File: src/design/cfs_pkg.sv
`timescale 1ns / 1ps
package cfs_pkg;

  // one tick of input
  typedef struct packed {
    logic        power_good;
    logic [15:0] volt_avg;
    logic [15:0] curr_avg;
    logic [15:0] volt_target;
    logic [15:0] curr_target;
    logic        output_request;
    logic [1:0]  mode_now;
  } cfs_in_t;

  // one result
  typedef struct packed {
    logic       relay_drive;
    logic [1:0] mode_next;
    logic       fault_power_low;
    logic       fault_overvoltage;
    logic       fault_overcurrent;
    logic       ready_res;
  } cfs_out_t;

  // configuration register indexes
  typedef enum logic [2:0] {
    CFG_OV_VOLTAGE_MARGIN = 3'd0,
    CFG_OV_CURRENT_MARGIN = 3'd1,
    CFG_OV_TICKS          = 3'd2,
    CFG_OC_LIMIT          = 3'd3,
    CFG_OC_TICKS          = 3'd4,
    CFG_STARTUP_TICKS     = 3'd5
  } cfs_cfg_idx_e;

  typedef struct packed {
    logic [14:0] ov_voltage_margin;
    logic [14:0] ov_current_margin;
    logic [6:0]  ov_ticks;
    logic [15:0] oc_limit;
    logic [6:0]  oc_ticks;
    logic [1:0]  startup_ticks;
  } cfs_cfg_t;

  // fault flags after a tick
  typedef struct packed {
    logic power_low;
    logic overvoltage;
    logic overcurrent;
  } cfs_fault_t;

  localparam int unsigned CfgIdxW  = 3;
  localparam int unsigned CfgDataW = 16;

  localparam logic [14:0] OV_VOLTAGE_MARGIN_RST = 15'd170;
  localparam logic [14:0] OV_CURRENT_MARGIN_RST = 15'd50;
  localparam logic [6:0]  OV_TICKS_RST          = 7'd25;
  localparam logic [15:0] OC_LIMIT_RST          = 16'd3072;
  localparam logic [6:0]  OC_TICKS_RST          = 7'd15;
  localparam logic [1:0]  STARTUP_TICKS_RST     = 2'd3;

  localparam logic [5:0] PWR_STEP_UP = 6'd5;
  localparam logic [5:0] PWR_TOP     = 6'd50;
  localparam logic [6:0] CNT_TOP     = 7'd127;

  localparam logic [1:0] MODE_OFF = 2'd0;
  localparam logic [1:0] MODE_CC  = 2'd1;

endpackage

File: src/design/charger_fault_supervisor.sv
`timescale 1ns / 1ps
// path: an accepted transfer goes through the input register, then the result register
// throughput: one transfer per cycle while out_stall_i stays low; the two registers are
//   decoupled so a new tick is taken while a finished result waits downstream
// reset: rst_ni async active low; filters, fault flags, start-up state and
//   configuration registers return to their defaults, both pipeline stages empty
module charger_fault_supervisor (
  input  logic                          clk_i,
  input  logic                          rst_ni,
  // input tick channel
  input  logic                          in_valid_i,
  output logic                          in_stall_o,
  input  cfs_pkg::cfs_in_t              in_data_i,
  // result channel
  output logic                          out_valid_o,
  input  logic                          out_stall_i,
  output cfs_pkg::cfs_out_t             out_data_o,
  // configuration write port
  input  logic                          cfg_we_i,
  input  logic [cfs_pkg::CfgIdxW-1:0]   cfg_idx_i,
  input  logic [cfs_pkg::CfgDataW-1:0]  cfg_wdata_i
);
  import cfs_pkg::*;

  // input register stage
  logic     s1_valid_q, s1_valid_d;
  cfs_in_t  s1_data_q;
  // result register stage
  logic     out_valid_q, out_valid_d;
  cfs_out_t out_data_q;

  logic       in_xfer;
  logic       adv;       // input stage moves into result register, state updates
  cfs_cfg_t   cfg;
  cfs_fault_t fault_next;
  cfs_out_t   res;

  // result register can take a new value when empty or being drained
  assign adv        = s1_valid_q && (!out_valid_q || !out_stall_i);
  // input stage only holds off when full and unable to move on
  assign in_stall_o = s1_valid_q && !adv;
  assign in_xfer    = in_valid_i && !in_stall_o;

  always_comb begin
    s1_valid_d  = s1_valid_q;
    out_valid_d = out_valid_q;
    if (adv)                            s1_valid_d = 1'b0;
    if (in_xfer)                        s1_valid_d = 1'b1;
    if (out_valid_q && !out_stall_i)    out_valid_d = 1'b0;
    if (adv)                            out_valid_d = 1'b1;
  end

  always_ff @(posedge clk_i or negedge rst_ni) begin
    if (!rst_ni) begin
      s1_valid_q  <= 1'b0;
      out_valid_q <= 1'b0;
    end else begin
      s1_valid_q  <= s1_valid_d;
      out_valid_q <= out_valid_d;
    end
  end

  // payload registers, no reset needed
  always_ff @(posedge clk_i) begin
    if (in_xfer) s1_data_q  <= in_data_i;
    if (adv)     out_data_q <= res;
  end

  cfs_cfg_regs u_cfg (
    .clk_i       (clk_i),
    .rst_ni      (rst_ni),
    .cfg_we_i    (cfg_we_i),
    .cfg_idx_i   (cfg_idx_i),
    .cfg_wdata_i (cfg_wdata_i),
    .cfg_o       (cfg)
  );

  // power, overvoltage and overcurrent filters with the fault flags
  cfs_fault_filter u_filter (
    .clk_i   (clk_i),
    .rst_ni  (rst_ni),
    .adv_i   (adv),
    .item_i  (s1_data_q),
    .cfg_i   (cfg),
    .fault_o (fault_next)
  );

  // relay start-up sequence and mode control
  cfs_startup_seq u_seq (
    .clk_i           (clk_i),
    .rst_ni          (rst_ni),
    .adv_i           (adv),
    .item_i          (s1_data_q),
    .fault_i         (fault_next),
    .startup_ticks_i (cfg.startup_ticks),
    .res_o           (res)
  );

  assign out_valid_o = out_valid_q;
  assign out_data_o  = out_data_q;

  // relay is never driven while any failure is reported
  a_relay_no_fault: assert property (@(posedge clk_i) disable iff (!rst_ni)
    (out_valid_o && out_data_o.relay_drive) |->
      !(out_data_o.fault_power_low || out_data_o.fault_overvoltage ||
        out_data_o.fault_overcurrent))
    else $error("relay driven during failure");

  // ready implies relay on
  a_ready_relay: assert property (@(posedge clk_i) disable iff (!rst_ni)
    (out_valid_o && out_data_o.ready_res) |-> out_data_o.relay_drive)
    else $error("ready without relay");

  // an empty input stage never holds off the sender
  a_stall_full: assert property (@(posedge clk_i) disable iff (!rst_ni)
    in_stall_o |-> s1_valid_q)
    else $error("input stalled while input stage empty");

endmodule

File: src/design/cfs_cfg_regs.sv
`timescale 1ns / 1ps
module cfs_cfg_regs (
  input  logic                          clk_i,
  input  logic                          rst_ni,
  input  logic                          cfg_we_i,
  input  logic [cfs_pkg::CfgIdxW-1:0]   cfg_idx_i,
  input  logic [cfs_pkg::CfgDataW-1:0]  cfg_wdata_i,
  output cfs_pkg::cfs_cfg_t             cfg_o
);
  import cfs_pkg::*;

  cfs_cfg_t cfg_q, cfg_d;

  always_comb begin
    cfg_d = cfg_q;
    if (cfg_we_i) begin
      case (cfs_cfg_idx_e'(cfg_idx_i))
        CFG_OV_VOLTAGE_MARGIN: cfg_d.ov_voltage_margin = cfg_wdata_i[14:0];
        CFG_OV_CURRENT_MARGIN: cfg_d.ov_current_margin = cfg_wdata_i[14:0];
        CFG_OV_TICKS:          cfg_d.ov_ticks          = cfg_wdata_i[6:0];
        CFG_OC_LIMIT:          cfg_d.oc_limit          = cfg_wdata_i[15:0];
        CFG_OC_TICKS:          cfg_d.oc_ticks          = cfg_wdata_i[6:0];
        CFG_STARTUP_TICKS:     cfg_d.startup_ticks     = cfg_wdata_i[1:0];
        default:               cfg_d = cfg_q; // unmapped index, ignored
      endcase
    end
  end

  always_ff @(posedge clk_i or negedge rst_ni) begin
    if (!rst_ni) begin
      cfg_q.ov_voltage_margin <= OV_VOLTAGE_MARGIN_RST;
      cfg_q.ov_current_margin <= OV_CURRENT_MARGIN_RST;
      cfg_q.ov_ticks          <= OV_TICKS_RST;
      cfg_q.oc_limit          <= OC_LIMIT_RST;
      cfg_q.oc_ticks          <= OC_TICKS_RST;
      cfg_q.startup_ticks     <= STARTUP_TICKS_RST;
    end else begin
      cfg_q <= cfg_d;
    end
  end

  assign cfg_o = cfg_q;

endmodule

File: src/design/cfs_fault_filter.sv
`timescale 1ns / 1ps
module cfs_fault_filter (
  input  logic                clk_i,
  input  logic                rst_ni,
  input  logic                adv_i,
  input  cfs_pkg::cfs_in_t    item_i,
  input  cfs_pkg::cfs_cfg_t   cfg_i,
  output cfs_pkg::cfs_fault_t fault_o
);
  import cfs_pkg::*;

  logic [5:0] pwr_cnt_q, pwr_cnt_d;
  logic [6:0] ov_cnt_q, ov_cnt_d;
  logic [6:0] oc_cnt_q, oc_cnt_d;
  cfs_fault_t flt_q, flt_d;

  logic [5:0]        pwr_sum;
  logic signed [17:0] volt_ex, curr_ex;
  logic              ov_hit, oc_hit;
  logic [6:0]        ov_up, oc_up;

  // exact differences, no 16-bit wrap
  assign volt_ex = $signed({2'b00, item_i.volt_avg}) - $signed({2'b00, item_i.volt_target});
  assign curr_ex = $signed({2'b00, item_i.curr_avg}) - $signed({2'b00, item_i.curr_target});
  assign ov_hit  = (volt_ex > $signed({3'b000, cfg_i.ov_voltage_margin})) &&
                   (curr_ex > $signed({3'b000, cfg_i.ov_current_margin}));
  assign oc_hit  = item_i.curr_avg > cfg_i.oc_limit;

  assign ov_up   = (ov_cnt_q == CNT_TOP) ? CNT_TOP : ov_cnt_q + 7'd1;
  assign oc_up   = (oc_cnt_q == CNT_TOP) ? CNT_TOP : oc_cnt_q + 7'd1;
  assign pwr_sum = pwr_cnt_q + PWR_STEP_UP;

  always_comb begin
    pwr_cnt_d = pwr_cnt_q;
    ov_cnt_d  = 7'd0;
    oc_cnt_d  = 7'd0;
    flt_d     = flt_q;

    // asymmetric power filter, sets and clears its own flag
    if (item_i.power_good) begin
      if (pwr_sum >= PWR_TOP) begin
        pwr_cnt_d       = PWR_TOP;
        flt_d.power_low = 1'b0;
      end else begin
        pwr_cnt_d = pwr_sum;
      end
    end else if (pwr_cnt_q == 6'd0) begin
      flt_d.power_low = 1'b1;
    end else begin
      pwr_cnt_d = pwr_cnt_q - 6'd1;
    end

    if (ov_hit) begin
      ov_cnt_d = ov_up;
      if (ov_up >= cfg_i.ov_ticks) flt_d.overvoltage = 1'b1;
    end
    if (oc_hit) begin
      oc_cnt_d = oc_up;
      if (oc_up >= cfg_i.oc_ticks) flt_d.overcurrent = 1'b1;
    end
  end

  always_ff @(posedge clk_i or negedge rst_ni) begin
    if (!rst_ni) begin
      pwr_cnt_q <= 6'd0;
      ov_cnt_q  <= 7'd0;
      oc_cnt_q  <= 7'd0;
      flt_q     <= '0;
    end else if (adv_i) begin
      pwr_cnt_q <= pwr_cnt_d;
      ov_cnt_q  <= ov_cnt_d;
      oc_cnt_q  <= oc_cnt_d;
      flt_q     <= flt_d;
    end
  end

  assign fault_o = flt_d;

  // latched faults never clear outside reset
  a_ov_latch: assert property (@(posedge clk_i) disable iff (!rst_ni)
    flt_q.overvoltage |=> flt_q.overvoltage)
    else $error("overvoltage flag cleared");

  a_oc_latch: assert property (@(posedge clk_i) disable iff (!rst_ni)
    flt_q.overcurrent |=> flt_q.overcurrent)
    else $error("overcurrent flag cleared");

  // power low only clears once the filter reached its top
  a_pwr_clear: assert property (@(posedge clk_i) disable iff (!rst_ni)
    $fell(flt_q.power_low) |-> (pwr_cnt_q == PWR_TOP))
    else $error("power low cleared below filter top");

endmodule

File: src/design/cfs_startup_seq.sv
`timescale 1ns / 1ps
module cfs_startup_seq (
  input  logic                clk_i,
  input  logic                rst_ni,
  input  logic                adv_i,
  input  cfs_pkg::cfs_in_t    item_i,
  input  cfs_pkg::cfs_fault_t fault_i,
  input  logic [1:0]          startup_ticks_i,
  output cfs_pkg::cfs_out_t   res_o
);
  import cfs_pkg::*;

  logic       ready_q, ready_d;
  logic [1:0] cnt_q, cnt_d;
  logic [1:0] cnt_inc;
  logic       any_fault;
  logic       relay;
  logic [1:0] mode;

  assign any_fault = fault_i.power_low | fault_i.overvoltage | fault_i.overcurrent;
  assign cnt_inc   = cnt_q + 2'd1;

  always_comb begin
    ready_d = ready_q;
    cnt_d   = cnt_q;
    relay   = 1'b1;
    mode    = item_i.mode_now;
    if (any_fault) begin
      relay   = 1'b0;
      mode    = MODE_OFF;
      ready_d = 1'b0;
      cnt_d   = 2'd0;
    end else if (ready_q) begin
      if (!item_i.output_request)          mode = MODE_OFF;
      else if (item_i.mode_now == MODE_OFF) mode = MODE_CC;
    end else begin
      // zero start-up ticks behaves like one
      if (cnt_inc >= startup_ticks_i) begin
        ready_d = 1'b1;
        cnt_d   = 2'd0;
      end else begin
        cnt_d = cnt_inc;
      end
    end
  end

  always_ff @(posedge clk_i or negedge rst_ni) begin
    if (!rst_ni) begin
      ready_q <= 1'b0;
      cnt_q   <= 2'd0;
    end else if (adv_i) begin
      ready_q <= ready_d;
      cnt_q   <= cnt_d;
    end
  end

  always_comb begin
    res_o.relay_drive       = relay;
    res_o.mode_next         = mode;
    res_o.fault_power_low   = fault_i.power_low;
    res_o.fault_overvoltage = fault_i.overvoltage;
    res_o.fault_overcurrent = fault_i.overcurrent;
    res_o.ready_res         = ready_d;
  end

endmodule
File: config.mk
export PLATFORM = sky130hd
export DESIGN_NAME = charger_fault_supervisor
export DESIGN_NICKNAME = d
export VERILOG_FILES = /design/src/design/cfs_pkg.sv /design/src/design/charger_fault_supervisor.sv /design/src/design/cfs_cfg_regs.sv /design/src/design/cfs_fault_filter.sv /design/src/design/cfs_startup_seq.sv
export SDC_FILE = /design/constraint.sdc
export NUM_CORES = 1
export LEC_CHECK = 0
export ABC_AREA = 1
export BUFFER_PORTS_ARGS = -buffer_cell sky130_fd_sc_hd__buf_2
export CORE_MARGIN = 2
export CORE_UTILIZATION = 48
export CTS_CLUSTER_DIAMETER = 60
export CTS_CLUSTER_SIZE = 20
export DETAILED_ROUTE_END_ITERATION = 8
export PLACE_DENSITY = 0.76
export SLEW_MARGIN = 15
export SYNTH_ARGS = -nofsm -noshare
export SYNTH_HDL_FRONTEND = slang
export SYNTH_HIERARCHICAL = 1
export SYNTH_SLANG_ARGS = --single-unit
File: constraint.sdc
create_clock -name clk_i -period 3.53 [get_ports clk_i]
set_clock_uncertainty 0.15 [all_clocks]
set_input_delay 0.353 -clock clk_i [delete_from_list [all_inputs] [get_ports clk_i]]
set_output_delay 0.353 -clock clk_i [all_outputs]
set_load 0.005 [all_outputs]
Word level (Yosys, flattened, before mapping). Index checks and enable logic that the tools add are counted.

Register bits: 165. Output and inout bits: 9. Input port bits: 92.

Add/subtract/negate cells: 7. Muxes and demuxes: 28. Magnitude comparators: 7. Bitwise gates (word level): 2. Reduce and logical (&&, ||, !) cells: 23. Eq/ne operators: 9.

Operators with widths (number): $gt 18x16->1 (2); $sub 16x16->17 (2); $mux 7 (4); $mux 6 (3); $gt 16x16->1 (1); $reduce_and 2->1 (8); $mux 1 (15); $add 7x1->7 const B (2); $eq 7x7->1 const B (2); $ge 7x7->1 (2); $mux 2 (6); $add 6x3->6 const B (1); $eq 3x2->1 const B (2); $eq 3x3->1 const B (2); $ge 6x6->1 const B (1); $logic_not 6->1 (1); $sub 6x1->6 const B (1); $logic_and 1x1->1 (5); $logic_not 1->1 (4); $ne 2x2->1 const B (2); $reduce_bool 2->1 (2); $eq 3x1->1 const B (1); $logic_not 3->1 (1); $add 2x1->2 const B (1); other kinds (4) (5).

Depth between registers and ports, before layout.
Word-level depth: 9. Depth in mapped cells: 29. Mapped depth without buffers: 29.

Cells and area by module. The synthesis kept the hierarchy.

Modules (own cells, without submodules): cfs_fault_filter (area each 4564.4 um^2, cells each 685, seq. area each 575.6 um^2, times used 1); cfs_cfg_regs (area each 2508.7 um^2, cells each 281, seq. area each 1574.0 um^2, times used 1); charger_fault_supervisor (area each 2347.3 um^2, cells each 87, seq. area each 2302.2 um^2, times used 1); cfs_startup_seq (area each 314.1 um^2, cells each 48, seq. area each 75.1 um^2, times used 1).

Worst setup path before layout. No wires, ideal clock.

Path type: flip-flop to flip-flop. Start point: register s1_data_q[19] (netlist name). End point: register out_data_q (netlist bit out_data_o[0]) (data pin). Buffers on the path: 1. Path slack: 90 ps. Arrival: 3039 ps. Stages on the path, launching flop included: 26. Required time: 3129 ps. Cells stage by stage: edfxtp_1 > ha_1 > fa_1 > inv_1 > a31oi_1 > o21ai_2 > xor2_1 > ha_1 > nand2_1 > nor2_1 > nand3_1 > nand3_1 > nand2_1 > nand2_1 > nand2_1 > nand2_1 > nand2_1 > nand2_1 > nand4_1 > nand2_1 > inv_1 > nand2_2 > nor2_4 > nand2_1 > nand2_1 > buf_4.

RTL lines: start, declared (line charger_fault_supervisor.sv:27) `cfs_in_t s1_data_q;`; start signal, assigned (line charger_fault_supervisor.sv:65) `if (in_xfer) s1_data_q <= in_data_i;`; end signal, assigned (line charger_fault_supervisor.sv:66) `if (adv) out_data_q <= res;`; end, declared (line charger_fault_supervisor.sv:30) `cfs_out_t out_data_q;`.

==> metrics <==
reg2reg start=s1_data_q[3]$_DFFE_PP_; min Tclk post-route=~3.7 ns; Iteration-0 DRC Markers=around 490; sw frac=0.332; GPL Wtd Cong=about 0.88; root buffer cell=clkbuf_16; Die Area=0.0214 sq mm; Post-Synth Simple-Gate Area=0.207; worst setup path startpoint=s1_data_q[3]$_DFFE_PP_; vias in the first global route=a little under 8000; worst hold slack=about 0.011 ns; crit path kind=register to register; R2R Setup Slk=-0.13 ns; Startpoint Class=register; CTS Buf Count=17; Synth Area in Adders=0.133; wire per inst=13.8 microns; pin count of the biggest net entering global routing=around 70; RSZ-0062 raised after global routing=yes; Clock power frac=0.297; Layout Cells excl Fill=roughly 1600; placed cell count=~1500; number of remaining DRC errors=0; Total Routed Length=approximately 22 mm; Setup crit end=out_data_o[2]$_DFFE_PP_; Final Cycle Share=1.04; Int Pwr=approximately 4.1 mW; Final Cell Area=around 0.012 sq mm; Area after DPL=0.0107 sq mm; clock net sink count=between 150 and 200; post-synthesis mux area share=0; Routed Antenna Nets=0; CTS tree=built; CP Cell Sequence=ha_2 > fa_2 > o21ai_4 > nand3_2 > nand2_4 > a31oi_4 > xnor2_2 > ha_1 > a21oi_2 > nor2_1 > a211oi_1 > nand2_1 > nand2_1 > nand2_1 > nand2_1 > nand2_2 > nand4_1 > nand2_2 > buf_4 > buf_4 > buf_4; Stages on worst setup path=21; Syn Inst Count=1101; Vias=~7900; hold depth=3; Reg power frac=0.403; violated checks=setup timing; share of cells above drive strength 1=0.201; Seq cells post-synth=roughly 170; Via density=4.97; Overflow after GRT=0; final hold violation count=0; worst path bufs/invs=3; FF-to-FF path depth=21; area delta synth->final=26.0%; main combinational cell family by area after synthesis=simple AND/OR/NAND/NOR gates; worst setup margin=-0.134 ns; max_cap viols=0; Die Wd=between 100 and 150 microns; P_leak=6.04 nW; HP Class=input pin to register; post-synthesis net count=1295; switching pwr=2.03 mW; Critical Path AT=between 3 and 4 ns; setup TNS=-0.584 ns; Slew HR=0.401; Top cell by count, worst path=nand2_1; Max IR drop VDD=about 0.38 mV; DP HPWL=roughly 15 mm; commonest non-fill, non-tap cell in the layout=nand2_1; core box area=around 0.02 sq mm; clk_lat worst skew=approximately 0.44 ns; Synth warnings=6; IO Pins=just over 100; synthesized cell area=0.00973 sq mm; status=complete, but fails checks; Max Slew Vio Count=0; synth unique cells=47; DIE HEIGHT=roughly 150 microns; worst reg2reg endpoint=out_data_o[2]$_DFFE_PP_; Design Power=6.10 mW; worst-case clock buffer depth=2; slowest stage delay, CP=a little under 0.4 ns; H-tree levels=4; syn avg cell area=between 8 and 9 sq um; Fmax=between 200 and 300 MHz; antenna violations before repair=0; nets=around 1500; Initial Util=0.486; slowest stage cell, crit path=edfxtp_1; register area share after synthesis=0.465; Synth Area in Compound Gates=0.0783; Antenna diodes=0; GR Util All Layers=0.207; first-pass GRT wire length=~36 mm; DR pass1 iterations=7; Fillers=~1700; Worst Tran Pin Value=approximately 0.9 ns; CP max FO=4; Placement Rows=52; Comb pwr share=0.300; # setup viols final=7; Reg clk slew, reported paths=0.07 ns; Cell Pwr Density=between 400 and 500 mW/mm^2; required time worst endpoint=~3.6 ns; crit path capture type=register; IO Port Bufs=100; Post-Synth XOR/XNOR Area=0.0351; most frequent cells in the layout=nand2_1 (313), inv_1 (170), buf_2 (99), ha_1 (91), edfxtp_1 (75); Largest delay share family, worst path=adder cells
## repair_timing
| item | in CTS | in global routing |
|---|---|---|
| resized for setup | 16 | 27 |
| pin swaps | 11 | 11 |
| hold buffers | 72 | 0 |
| endpoints found under the hold margin | 116 | 0 |
| buffers inserted | 4 | 9 |
| gates cloned | 0 | 0 |
| endpoints found under the setup margin | 6 | 8 |
## state kept, by name, indices dropped and copies added, names as in the netlist
signal / count
s1_data_q: 68
u_cfg/cfg_o: 62
out_data_o: 7
u_filter/oc_cnt_q: 7
u_filter/ov_cnt_q: 7
u_filter/pwr_cnt_q: 6
u_filter/flt_q: 3
u_seq/cnt_q: 2
out_valid_o: 1
s1_valid_q: 1
u_seq/ready_q: 1
## cell families (layout without fill, tap and decap cells)
| family | Yosys count | in the layout |
|---|---|---|
| and+or+nand+nor | 471 | 471 |
| AOI/OAI and AO/OA | 123 | 123 |
| xor gates and xnor gates | 39 | 39 |
| adders and majority gates | 102 | 102 |
| DFF | 165 | 165 |
| buffers and inverters | 201 | 425 |
## final cells by class
type / instances / area [sq um] / share of cell area
Multi-Input combinational cell: 735 / 4620 / 0.377
Tap cell: 270 / 338 / 0.0275
Clock buffer: 19 / 464 / 0.0378
Clock inverter: 13 / 110 / 0.00898
Inverter: 181 / 681 / 0.0555
Sequential cell: 165 / 4530 / 0.369
Timing Repair Buffer: 212 / 1520 / 0.124
## per-layer routing
metal / routed length (microns) / vias to the layer above / GRT usage / part of all wire
met3: 704 / 26 / 0.0359 / 0.032
met5: 0 / - / 0 / 0
li1: - / 4001 / - / -
met1: 9840 / 3756 / 0.259 / 0.45
met2: 11100 / 146 / 0.370 / 0.50
met4: 344 / 0 / 0.0583 / 0.016
## power groups by stage
stage	logic [mW]	registers [mW]	clock network, mW
after floorplan	1.24	2.45	0
after global placement	1.61	2.49	0
after detailed placement	1.67	2.49	0
after CTS	1.77	2.46	1.84
after global routing	2.10	2.49	1.93
final	1.83	2.46	1.81
## worst reg2reg max path, cell delays in order (launching register included)
cell and delay (ns):
edfxtp_1 0.39, ha_2 0.22, fa_2 0.37, o21ai_4 0.17
nand3_2 0.10, nand2_4 0.11, a31oi_4 0.10, xnor2_2 0.15
ha_1 0.31, a21oi_2 0.14, nor2_1 0.05, a211oi_1 0.16
nand2_1 0.08, nand2_1 0.06, nand2_1 0.05, nand2_1 0.06
nand2_2 0.07, nand4_1 0.16, nand2_2 0.12, buf_4 0.15
buf_4 0.12, buf_4 0.12
## worst min-delay path by stage
stage                             startpoint                             to
3_3_place_gp   u_filter/flt_q[0]$_DFFE_PN0P_  u_filter/flt_q[0]$_DFFE_PN0P_
6_report                     cfg_wdata_i[11]    u_cfg/cfg_o[20]$_DFFE_PN1P_
5_1_grt                      cfg_wdata_i[11]    u_cfg/cfg_o[20]$_DFFE_PN1P_
2_1_floorplan                         rst_ni        out_valid_o$_DFFE_PN0P_
4_1_cts                      cfg_wdata_i[11]    u_cfg/cfg_o[20]$_DFFE_PN1P_
3_5_place_dp     u_cfg/cfg_o[33]$_DFFE_PN1P_    u_cfg/cfg_o[33]$_DFFE_PN1P_
## cell usage after synthesis (all sizes together)
library cell	instances	area share
nand4	15	0.0096
o22ai	10	0.0064
clkbuf	3	0.0012
xnor2	15	0.013
nand3	72	0.040
clkinv	2	0.00090
nor3	8	0.0041
a21oi	54	0.029
nor2	45	0.021
a31oi	6	0.0039
o211ai	1	0.00077
inv	179	0.069
a21o	3	0.0023
o2111ai	2	0.0018
nand3b	3	0.0023
buf	17	0.011
o221ai	2	0.0018
ha	100	0.13
xor2	24	0.022
dfrtp	72	0.19
fa	2	0.0041
or2	4	0.0026
edfxtp	75	0.23
o21ai	26	0.016
o31ai	1	0.0013
a22oi	1	0.00077
o21bai	9	0.0081
a211oi	2	0.0015
nor4	1	0.00064
a21boi	2	0.0015
o21a	4	0.0031
nand2	323	0.13
dfstp	18	0.049
## metrics by stage
| stage | setup WS [ns] | utilization |
|---|---|---|
| CTS | -0.00329 | 0.602 |
| global route | -0.329 | 0.612 |
| floorplan | 0.0900 | - |
| finish | -0.134 | 0.612 |
| global placement | -0.0714 | 0.532 |
| detailed placement | -0.182 | 0.532 |
No activity file was read; power rests on OpenSTA's default activity.
